[src/rtl/core/xpc_pkg.sv]
package xpc_pkg;

  localparam int CHUNK_BITS = 256;
  localparam int WORD_BITS  = 64;
  localparam int IN_WORDS   = 4;
  localparam int WORDS_RAW  = CHUNK_BITS / WORD_BITS;
  localparam int WORDS      = (WORDS_RAW < 1) ? 1 : ((WORDS_RAW > IN_WORDS) ? IN_WORDS : WORDS_RAW);
  localparam int USED_BITS  = WORDS * WORD_BITS;

  localparam int CNT_W  = $clog2(WORD_BITS + 1);
  localparam int CSUM_W = $clog2(USED_BITS + 1);

  localparam int SUM_W   = 21;
  localparam int SCALE_W = 20;
  localparam int RES_W   = 45;
  localparam int FRAC_W  = 16;

  localparam int IN_DATA_W  = ((2 * IN_WORDS * WORD_BITS + SCALE_W + 7) / 8) * 8;
  localparam int OUT_DATA_W = ((SUM_W + RES_W + 7) / 8) * 8;

  localparam logic [SCALE_W-1:0] ALPHA_RESET = SCALE_W'(65536);

  typedef logic [WORD_BITS-1:0]    word_t;
  typedef logic [CNT_W-1:0]        cnt_t;
  typedef logic signed [SUM_W-1:0] sum_t;
  typedef logic [SCALE_W-1:0]      scale_t;
  typedef logic signed [RES_W-1:0] scaled_t;

  // Finished position handed from the accumulator to the scaling pipeline.
  typedef struct packed {
    sum_t   sum;
    logic   sat;
    scale_t k;
  } req_t;

  typedef struct packed {
    scaled_t scaled;
    sum_t    raw;
    logic    sat;
  } res_t;

endpackage

[src/rtl/core/xpc_lane.sv]
module xpc_lane (
  input  logic          clk,
  input  logic          en,
  input  xpc_pkg::word_t src,
  input  xpc_pkg::word_t weight,
  output xpc_pkg::cnt_t  cnt_r
);

  function automatic logic [3:0] byte_ones(input logic [7:0] b);
    logic [3:0] n;
    n = '0;
    for (int i = 0; i < 8; i++) begin
      n = n + 4'(b[i]);
    end
    return n;
  endfunction

  xpc_pkg::word_t match;
  xpc_pkg::cnt_t  cnt_nxt;

  assign match = ~(src ^ weight);

  // Two-level count: ones per byte, then the byte counts added up.
  always_comb begin
    cnt_nxt = '0;
    for (int b = 0; b < xpc_pkg::WORD_BITS / 8; b++) begin
      cnt_nxt = cnt_nxt + xpc_pkg::CNT_W'(byte_ones(match[b*8 +: 8]));
    end
  end

  always_ff @(posedge clk) begin
    if (en) begin
      cnt_r <= cnt_nxt;
    end
  end

endmodule

[src/rtl/core/xpc_merge.sv]
module xpc_merge (
  input  logic           clk,
  input  logic           rst_n,
  input  logic           in_fire,
  input  logic           in_inside,
  input  logic           in_last,
  input  xpc_pkg::scale_t in_k,
  input  xpc_pkg::cnt_t   counts [xpc_pkg::WORDS],
  input  logic           down_ready,
  output logic           up_ready,
  output logic           req_valid,
  output xpc_pkg::req_t   req
);

  localparam int CON_W = xpc_pkg::CSUM_W + 2;
  localparam int EXT_W = xpc_pkg::SUM_W + 2;
  localparam logic signed [EXT_W-1:0] SAT_HI = EXT_W'((1 << (xpc_pkg::SUM_W - 1)) - 1);
  localparam logic signed [EXT_W-1:0] SAT_LO = -EXT_W'(1 << (xpc_pkg::SUM_W - 1));

  logic            s1_v_r;
  logic            s1_inside_r;
  logic            s1_last_r;
  xpc_pkg::scale_t s1_k_r;
  xpc_pkg::sum_t   running_r, running_nxt;
  logic            sat_r, sat_nxt;
  logic            s1_fire;

  logic [xpc_pkg::CSUM_W-1:0] cnt_sum;
  logic signed [CON_W-1:0]    contrib;
  logic signed [EXT_W-1:0]    wide;
  xpc_pkg::sum_t              new_sum;
  logic                       new_sat;

  assign s1_fire  = s1_v_r && (!s1_last_r || down_ready);
  assign up_ready = !s1_v_r || s1_fire;

  always_comb begin
    cnt_sum = '0;
    for (int i = 0; i < xpc_pkg::WORDS; i++) begin
      cnt_sum = cnt_sum + xpc_pkg::CSUM_W'(counts[i]);
    end
  end

  // Each matching bit counts +1, each mismatch -1: 2*ones - width.
  assign contrib = $signed({1'b0, cnt_sum, 1'b0}) - $signed(CON_W'(xpc_pkg::USED_BITS));
  assign wide    = {{2{running_r[xpc_pkg::SUM_W-1]}}, running_r}
                 + {{(EXT_W - CON_W){contrib[CON_W-1]}}, contrib};

  always_comb begin
    new_sum = running_r;
    new_sat = sat_r;
    if (s1_inside_r) begin
      if (wide > SAT_HI) begin
        new_sum = xpc_pkg::SUM_W'(SAT_HI);
        new_sat = 1'b1;
      end else if (wide < SAT_LO) begin
        new_sum = xpc_pkg::SUM_W'(SAT_LO);
        new_sat = 1'b1;
      end else begin
        new_sum = xpc_pkg::SUM_W'(wide);
      end
    end
  end

  always_comb begin
    running_nxt = running_r;
    sat_nxt     = sat_r;
    if (s1_fire) begin
      if (s1_last_r) begin
        running_nxt = '0;
        sat_nxt     = 1'b0;
      end else begin
        running_nxt = new_sum;
        sat_nxt     = new_sat;
      end
    end
  end

  assign req_valid = s1_v_r && s1_last_r;
  assign req.sum   = new_sum;
  assign req.sat   = new_sat;
  assign req.k     = s1_k_r;

  always_ff @(posedge clk) begin
    if (!rst_n) begin
      s1_v_r    <= 1'b0;
      running_r <= '0;
      sat_r     <= 1'b0;
    end else begin
      running_r <= running_nxt;
      sat_r     <= sat_nxt;
      if (up_ready) begin
        s1_v_r <= in_fire;
      end
    end
  end

  always_ff @(posedge clk) begin
    if (in_fire) begin
      s1_inside_r <= in_inside;
      s1_last_r   <= in_last;
      s1_k_r      <= in_k;
    end
  end

  a_clear_after_last: assert property (@(posedge clk) disable iff (!rst_n)
    (s1_fire && s1_last_r) |=> (running_r == '0 && !sat_r))
    else $error("accumulator not cleared after a finished position");

  a_padding_holds: assert property (@(posedge clk) disable iff (!rst_n)
    (s1_fire && !s1_inside_r && !s1_last_r) |=> (running_r == $past(running_r)))
    else $error("padding chunk changed the running sum");

  a_stall_on_full: assert property (@(posedge clk) disable iff (!rst_n)
    (s1_v_r && s1_last_r && !down_ready) |-> !up_ready)
    else $error("input taken while a finished position is blocked");

endmodule

[src/rtl/core/xpc_scale.sv]
module xpc_scale (
  input  logic            clk,
  input  logic            rst_n,
  input  xpc_pkg::scale_t alpha,
  input  logic            req_valid,
  input  xpc_pkg::req_t   req,
  output logic            req_ready,
  output logic            out_valid,
  input  logic            out_ready,
  output xpc_pkg::res_t   res
);

  localparam int P1_W = xpc_pkg::SUM_W + xpc_pkg::SCALE_W;
  localparam int LO_W = xpc_pkg::SCALE_W + 1;
  localparam int HI_W = P1_W - LO_W;
  localparam int PH_W = HI_W + xpc_pkg::SCALE_W + 1;
  localparam int PL_W = LO_W + xpc_pkg::SCALE_W;
  localparam int PW   = PH_W + LO_W;
  localparam logic [PW-1:0] ROUND = PW'(1) << (xpc_pkg::FRAC_W - 1);

  logic va_r, vb_r, vc_r, vo_r;
  logic ld_a, ld_b, ld_c, ld_o;

  xpc_pkg::sum_t   a_sum_r;
  logic            a_sat_r;
  xpc_pkg::scale_t a_k_r;

  logic signed [P1_W-1:0] b_p1_r;
  xpc_pkg::sum_t          b_raw_r;
  logic                   b_sat_r;
  xpc_pkg::scale_t        b_k_r;

  logic signed [PH_W-1:0] c_hi_r;
  logic [PL_W-1:0]        c_lo_r;
  xpc_pkg::sum_t          c_raw_r;
  logic                   c_sat_r;

  xpc_pkg::res_t o_res_r;

  logic signed [P1_W:0]   p1_full;
  logic signed [PH_W-1:0] hi_prod;
  logic [PL_W-1:0]        lo_prod;
  logic [PW-1:0]          total;

  assign ld_o      = !vo_r || out_ready;
  assign ld_c      = !vc_r || ld_o;
  assign ld_b      = !vb_r || ld_c;
  assign ld_a      = !va_r || ld_b;
  assign req_ready = ld_a;

  assign p1_full = $signed(a_sum_r) * $signed({1'b0, alpha});
  // The wide product times k is split into a signed high and an unsigned low part.
  assign hi_prod = $signed(b_p1_r[P1_W-1:LO_W]) * $signed({1'b0, b_k_r});
  assign lo_prod = b_p1_r[LO_W-1:0] * b_k_r;
  assign total   = {c_hi_r, {LO_W{1'b0}}} + PW'(c_lo_r) + ROUND;

  always_ff @(posedge clk) begin
    if (!rst_n) begin
      va_r <= 1'b0;
      vb_r <= 1'b0;
      vc_r <= 1'b0;
      vo_r <= 1'b0;
    end else begin
      if (ld_a) va_r <= req_valid;
      if (ld_b) vb_r <= va_r;
      if (ld_c) vc_r <= vb_r;
      if (ld_o) vo_r <= vc_r;
    end
  end

  always_ff @(posedge clk) begin
    if (ld_a) begin
      a_sum_r <= req.sum;
      a_sat_r <= req.sat;
      a_k_r   <= req.k;
    end
    if (ld_b) begin
      b_p1_r  <= p1_full[P1_W-1:0];
      b_raw_r <= a_sum_r;
      b_sat_r <= a_sat_r;
      b_k_r   <= a_k_r;
    end
    if (ld_c) begin
      c_hi_r  <= hi_prod;
      c_lo_r  <= lo_prod;
      c_raw_r <= b_raw_r;
      c_sat_r <= b_sat_r;
    end
    if (ld_o) begin
      o_res_r.scaled <= total[xpc_pkg::RES_W + xpc_pkg::FRAC_W - 1:xpc_pkg::FRAC_W];
      o_res_r.raw    <= c_raw_r;
      o_res_r.sat    <= c_sat_r;
    end
  end

  assign out_valid = vo_r;
  assign res       = o_res_r;

endmodule

[src/rtl/core/xnor_popcount_conv_accumulator_core.sv]
// After its last chunk is taken, a result passes scale registers a, b, c and the output register.
// Throughput: one chunk per cycle, set by the merge accumulate loop, unless a last chunk stalls;
// finished positions leave at one per cycle through the multiplier pipeline with out_tready high.
// Reset (rst_n low at a clock edge, synchronous): the running sum and saturation flag clear,
// alpha returns to 1.0 (Q4.16), and every pipeline stage and the output are emptied.
module xnor_popcount_conv_accumulator_core (
  input  logic                            clk,
  input  logic                            rst_n,
  input  logic                            in_tvalid,
  output logic                            in_tready,
  // From bit 0 up: src_word0..3, weight_word0..3, position_scale, zero fill.
  input  logic [xpc_pkg::IN_DATA_W-1:0]   in_tdata,
  // tap_inside.
  input  logic                            in_tuser,
  // last_chunk.
  input  logic                            in_tlast,
  output logic                            out_tvalid,
  input  logic                            out_tready,
  // From bit 0 up: raw_sum, scaled_result, zero fill.
  output logic [xpc_pkg::OUT_DATA_W-1:0]  out_tdata,
  // sum_saturated.
  output logic                            out_tuser,
  input  logic                            cfg_we,
  input  logic [xpc_pkg::SCALE_W-1:0]     cfg_wdata
);

  localparam int W = xpc_pkg::WORD_BITS;
  localparam int K_LSB = 2 * xpc_pkg::IN_WORDS * W;

  // Layer scale alpha; software must write it only while the block is idle (not enforced here).
  xpc_pkg::scale_t alpha_r;

  logic          in_fire;
  xpc_pkg::cnt_t counts [xpc_pkg::WORDS];
  logic          req_valid, req_ready;
  xpc_pkg::req_t req;
  xpc_pkg::res_t res;

  assign in_fire = in_tvalid && in_tready;

  always_ff @(posedge clk) begin
    if (!rst_n) begin
      alpha_r <= xpc_pkg::ALPHA_RESET;
    end else if (cfg_we) begin
      alpha_r <= cfg_wdata;
    end
  end

  // One lane per 64-bit word of the chunk. Each lane matches its source and weight
  // word and registers the count of agreeing bits; words beyond the configured
  // chunk width get no lane and are ignored.
  for (genvar g = 0; g < xpc_pkg::WORDS; g++) begin : g_lane
    xpc_lane u_lane (
      .clk    (clk),
      .en     (in_fire),
      .src    (in_tdata[g*W +: W]),
      .weight (in_tdata[(xpc_pkg::IN_WORDS + g)*W +: W]),
      .cnt_r  (counts[g])
    );
  end

  // The merge stage folds the lane counts into the saturating running sum. A chunk
  // that does not end a position never waits; the last chunk of a position waits
  // only when the scaling pipeline is full.
  xpc_merge u_merge (
    .clk        (clk),
    .rst_n      (rst_n),
    .in_fire    (in_fire),
    .in_inside  (in_tuser),
    .in_last    (in_tlast),
    .in_k       (in_tdata[K_LSB +: xpc_pkg::SCALE_W]),
    .counts     (counts),
    .down_ready (req_ready),
    .up_ready   (in_tready),
    .req_valid  (req_valid),
    .req        (req)
  );

  // The scaling pipeline multiplies the sum by alpha, then by k in two partial
  // products, rounds half up to Q.16, and holds the result in an output register.
  xpc_scale u_scale (
    .clk       (clk),
    .rst_n     (rst_n),
    .alpha     (alpha_r),
    .req_valid (req_valid),
    .req       (req),
    .req_ready (req_ready),
    .out_valid (out_tvalid),
    .out_ready (out_tready),
    .res       (res)
  );

  assign out_tdata = {{(xpc_pkg::OUT_DATA_W - xpc_pkg::SUM_W - xpc_pkg::RES_W){1'b0}},
                      res.scaled, res.raw};
  assign out_tuser = res.sat;

endmodule
[config.mk]
export PLATFORM = sky130hd
export DESIGN_NAME = xnor_popcount_conv_accumulator_core
export DESIGN_NICKNAME = d
export VERILOG_FILES = /design/src/rtl/core/xpc_pkg.sv /design/src/rtl/core/xpc_lane.sv /design/src/rtl/core/xpc_merge.sv /design/src/rtl/core/xpc_scale.sv /design/src/rtl/core/xnor_popcount_conv_accumulator_core.sv
export SDC_FILE = /design/constraint.sdc
export NUM_CORES = 2
export LEC_CHECK = 0
export BUFFER_PORTS_ARGS = -buffer_cell sky130_fd_sc_hd__clkbuf_2
export CAP_MARGIN = 10
export CORE_UTILIZATION = 35
export CTS_BUF_LIST = sky130_fd_sc_hd__clkbuf_2
export DETAILED_ROUTE_END_ITERATION = 10
export GPL_TIMING_DRIVEN = 0
export SLEW_MARGIN = 20
export SYNTH_ARGS = -nofsm -noshare
export SYNTH_HDL_FRONTEND = slang
export SYNTH_SLANG_ARGS = --single-unit
[constraint.sdc]
create_clock -name clk -period 12.5 [get_ports clk]
set_input_delay 1.875 -clock clk [delete_from_list [all_inputs] [get_ports clk]]
set_output_delay 1.875 -clock clk [all_outputs]
set_load 0.02 [all_outputs]
==> metrics.txt <==
#FFs+latches synth=377; number of global-route vias before repair=53814; vias post-DR=49500; CP Data Arrival Time=10.41 ns; post-synth cell types=82; hold path endpoint=u_scale.b_k_r[7]; Max Fclk=109 MHz; Worst Setup End Kind=flop; gr ovfl total=0; unrepaired setup endpoints after global routing=false; DP HPWL=191 mm; final hold violations=0; WL final=221 mm; worst-skew pair later-pin latency=1.66 ns; Worst path slowest cell=nor4_1; Clock transition at path regs=0.11 ns; slew margin rel.=18.7%; ratio of cells with drive above 1 in the final layout=11.0%; Post-Syn Area=67700 sq um; die outline height=442 um; EDFF count, synth=330; post-synthesis sequential area ratio=16.0%; H-tree depth reported by CTS=3; Setup crit start kind=flop; largest net degree at the start of global routing=76; reg2reg path depth=23; Die ar.=195000 sq um; CORE AREA=192000 sq um; DRC errors left=0; CTS resizes=0; CP Cell Sequence=clkbuf_1 -> nand2_1 -> fa_1 -> inv_1 -> fa_1 -> fa_1 -> inv_1 -> fa_1 -> inv_1 -> fa_1 -> fa_1 -> fa_1 -> ha_1 -> and4_1 -> nand3_1 -> nor4_1 -> o31ai_1 -> o21ai_0 -> a21oi_1 -> a221o_1 -> o2111ai_1 -> a21oi_1 -> xnor2_1; wire length per cell=21.6 um; Hold Path Depth=0; syn_area_per_cell=9.89 sq um; Antenna Nets Post-Route=0; Die X=442 um; Yosys top cell area share=38.5%; antenna violations before repair=38; # clock sinks=377; port buffer count=626; min Tclk post-route=9.15 ns; total CTS buffers=104; Inst Count DP=10012; worst hold start=u_scale.a_k_r[7]; top cells by area, synth=fa_1 39%, edfxtp_1 15%, ha_1 12%; critical path's most frequent cell=fa_1; row cnt=161; Worst EP required=13.76 ns; Final Max Slew Viols=0; GRT Total Usage=22.8%; Setup TNS=0 ns; run status=finished, final reports clean; final worst setup slack=3.35 ns; skew final=0.225 ns; fraction of registers with async set/reset=0%; layout net count=10086; period utilization=73.2%; fillers=19266; worst slack, placed=3.06 ns; Vias/cell=4.84; Hold Crit Class=flop to flop; RR Endpoint=u_scale.c_hi_r[38]; post-CTS setup buffers=0; initial drt markers=2958; max-cap violation count=0; RR Startpoint=u_scale.b_k_r[12]; Starting Density=35.2%; Worst Path Class, Setup=flop to flop; CP delay by family, top=adder cells; CP max FO=10; dominant synthesized flop cell=edfxtp_1; CP Buf/Inv Count=4; CTS tree=done; Post-Synthesis Cells=6848; post-synth top area cell=fa_1; crit-path max cell delay=0.85 ns; Slew @ Worst Pin=1.22 ns; root buf cell=clkbuf_2; non-filler cells, final=10227; Post-CTS Hold Buffers=0; TritonRoute pass-1 iters=6; reg-to-reg slack, setup=3.35 ns; final setup vio count=0; Synth Warn #=0; first-pass GRT wire length=329 mm; Ports=638; final RePlAce weighted congestion=0.976; Clock Tree Buf Depth=3; Area Overhead vs Synth=11.3%
## synth_stat cells, drive strengths merged (8+ instances only)
cell type	count
ha	627
nor3	35
nor2	163
o211ai	9
or2	8
or3	9
a21oi	156
nor2b	49
a31oi	18
nand2	829
and2	500
nor4	11
o21ai	105
buf	14
nand4	17
xor2	255
a21o	64
fa	1303
o2111ai	9
dfxtp	47
o21bai	22
nand2b	39
inv	1485
o21a	51
and3	17
edfxtp	330
mux2i	23
o31ai	10
clkbuf	267
a211oi	18
nand3	37
o22ai	10
xnor2	222
## metrics by stage
| stage | hold WS [ns] | cell area [sq um] | util (%) |
|---|---|---|---|
| after floorplan | 0.400 | 67700 | - |
| final | 0.371 | 75400 | 39.2 |
| after global routing | 0.398 | 75300 | 39.2 |
| after detailed placement | 0.405 | 74200 | 38.6 |
| after CTS | 0.210 | 75300 | 39.2 |
| after global placement | 0.404 | 74000 | 38.5 |
## kinds of logic after synthesis
family                   after synthesis  share of synthesized area (%)
AO/OA/AOI/OAI                        538                           5.13
XOR/XNOR                             477                           6.18
adder cells (fa/ha/maj)             1932                           50.2
buffers and inverters               1768                           9.85
flip-flops                           377                           16.0
multiplexers                          28                          0.423
other                                  1                        0.00554
AND/OR/NAND/NOR                     1727                           12.2
## how the worst max path moves through the flow
stage | start | to | cells after the start
global placement | out_tready | g_lane[0].u_lane.cnt_r[0] | 8
CTS | u_scale.b_k_r[14] | u_scale.c_hi_r[38] | 23
floorplan | out_tready | g_lane[0].u_lane.cnt_r[0] | 7
finish | u_scale.b_k_r[12] | u_scale.c_hi_r[38] | 23
detailed placement | u_scale.b_k_r[14] | u_scale.c_hi_r[38] | 23
global route | u_scale.b_k_r[12] | u_scale.c_hi_r[38] | 23
## flip-flops by register name (all words and copies together), names as in the netlist, 21 cells and up
register	count
u_scale.res	67
u_scale.c_hi_r	40
u_scale.a_sum_r	21
g_lane.u_lane.cnt_r	28
u_scale.b_p1_r	41
u_scale.c_raw_r	21
u_scale.c_lo_r	26
u_scale.b_raw_r	21
u_merge.running_r	21
## layer usage
layer	vias up	wire length [um]	track usage (%)
li1	22391	-	-
met3	466	12200	3.57
met1	24955	78800	24.7
met2	1666	113000	41.2
met5	-	154	0
met4	22	16800	15.1
## worst reg2reg max path: stages (launching register included)
cell       delay [ns]
edfxtp_1         0.69
clkbuf_1         0.77
nand2_1          0.18
fa_1             0.58
inv_1            0.05
fa_1             0.48
fa_1             0.51
inv_1            0.05
fa_1             0.49
inv_1            0.05
fa_1             0.56
fa_1             0.43
fa_1             0.44
ha_1             0.39
and4_1           0.28
nand3_1          0.24
nor4_1           0.85
o31ai_1          0.37
o21ai_0          0.48
a21oi_1          0.17
a221o_1          0.39
o2111ai_1        0.25
a21oi_1          0.12
xnor2_1          0.15
## cell type report
class	instances	area, sq um	share of cell area (%)
inverters	1487	5590	7.42
repair buffers	634	3310	4.40
clock inverters	58	399	0.530
clock buffers	140	701	0.930
plain buffers	281	1090	1.45
multi-input cells	4708	50200	66.6
well taps	2526	3160	4.19
flip-flops and latches	377	10900	14.4
diodes	16	40.0	0.0531
## placed cells by master (no fill, tap or decap), types with 64 or more instances in the layout
cell / Yosys / layout
a21o_1: 64 / 64
clkbuf_1: 267 / 264
xor2_1: 255 / 255
o21ai_0: 104 / 104
and2_1: 500 / 500
inv_1: 1483 / 1480
clkbuf_2: 0 / 769
a21oi_1: 156 / 156
fa_1: 1303 / 1302
xnor2_1: 221 / 221
nor2_1: 162 / 162
edfxtp_1: 330 / 330
ha_1: 627 / 627
nand2_1: 829 / 828
Power is not shown: default switching activity piles up to over one toggle a cycle in this logic, so the estimate is an artifact.
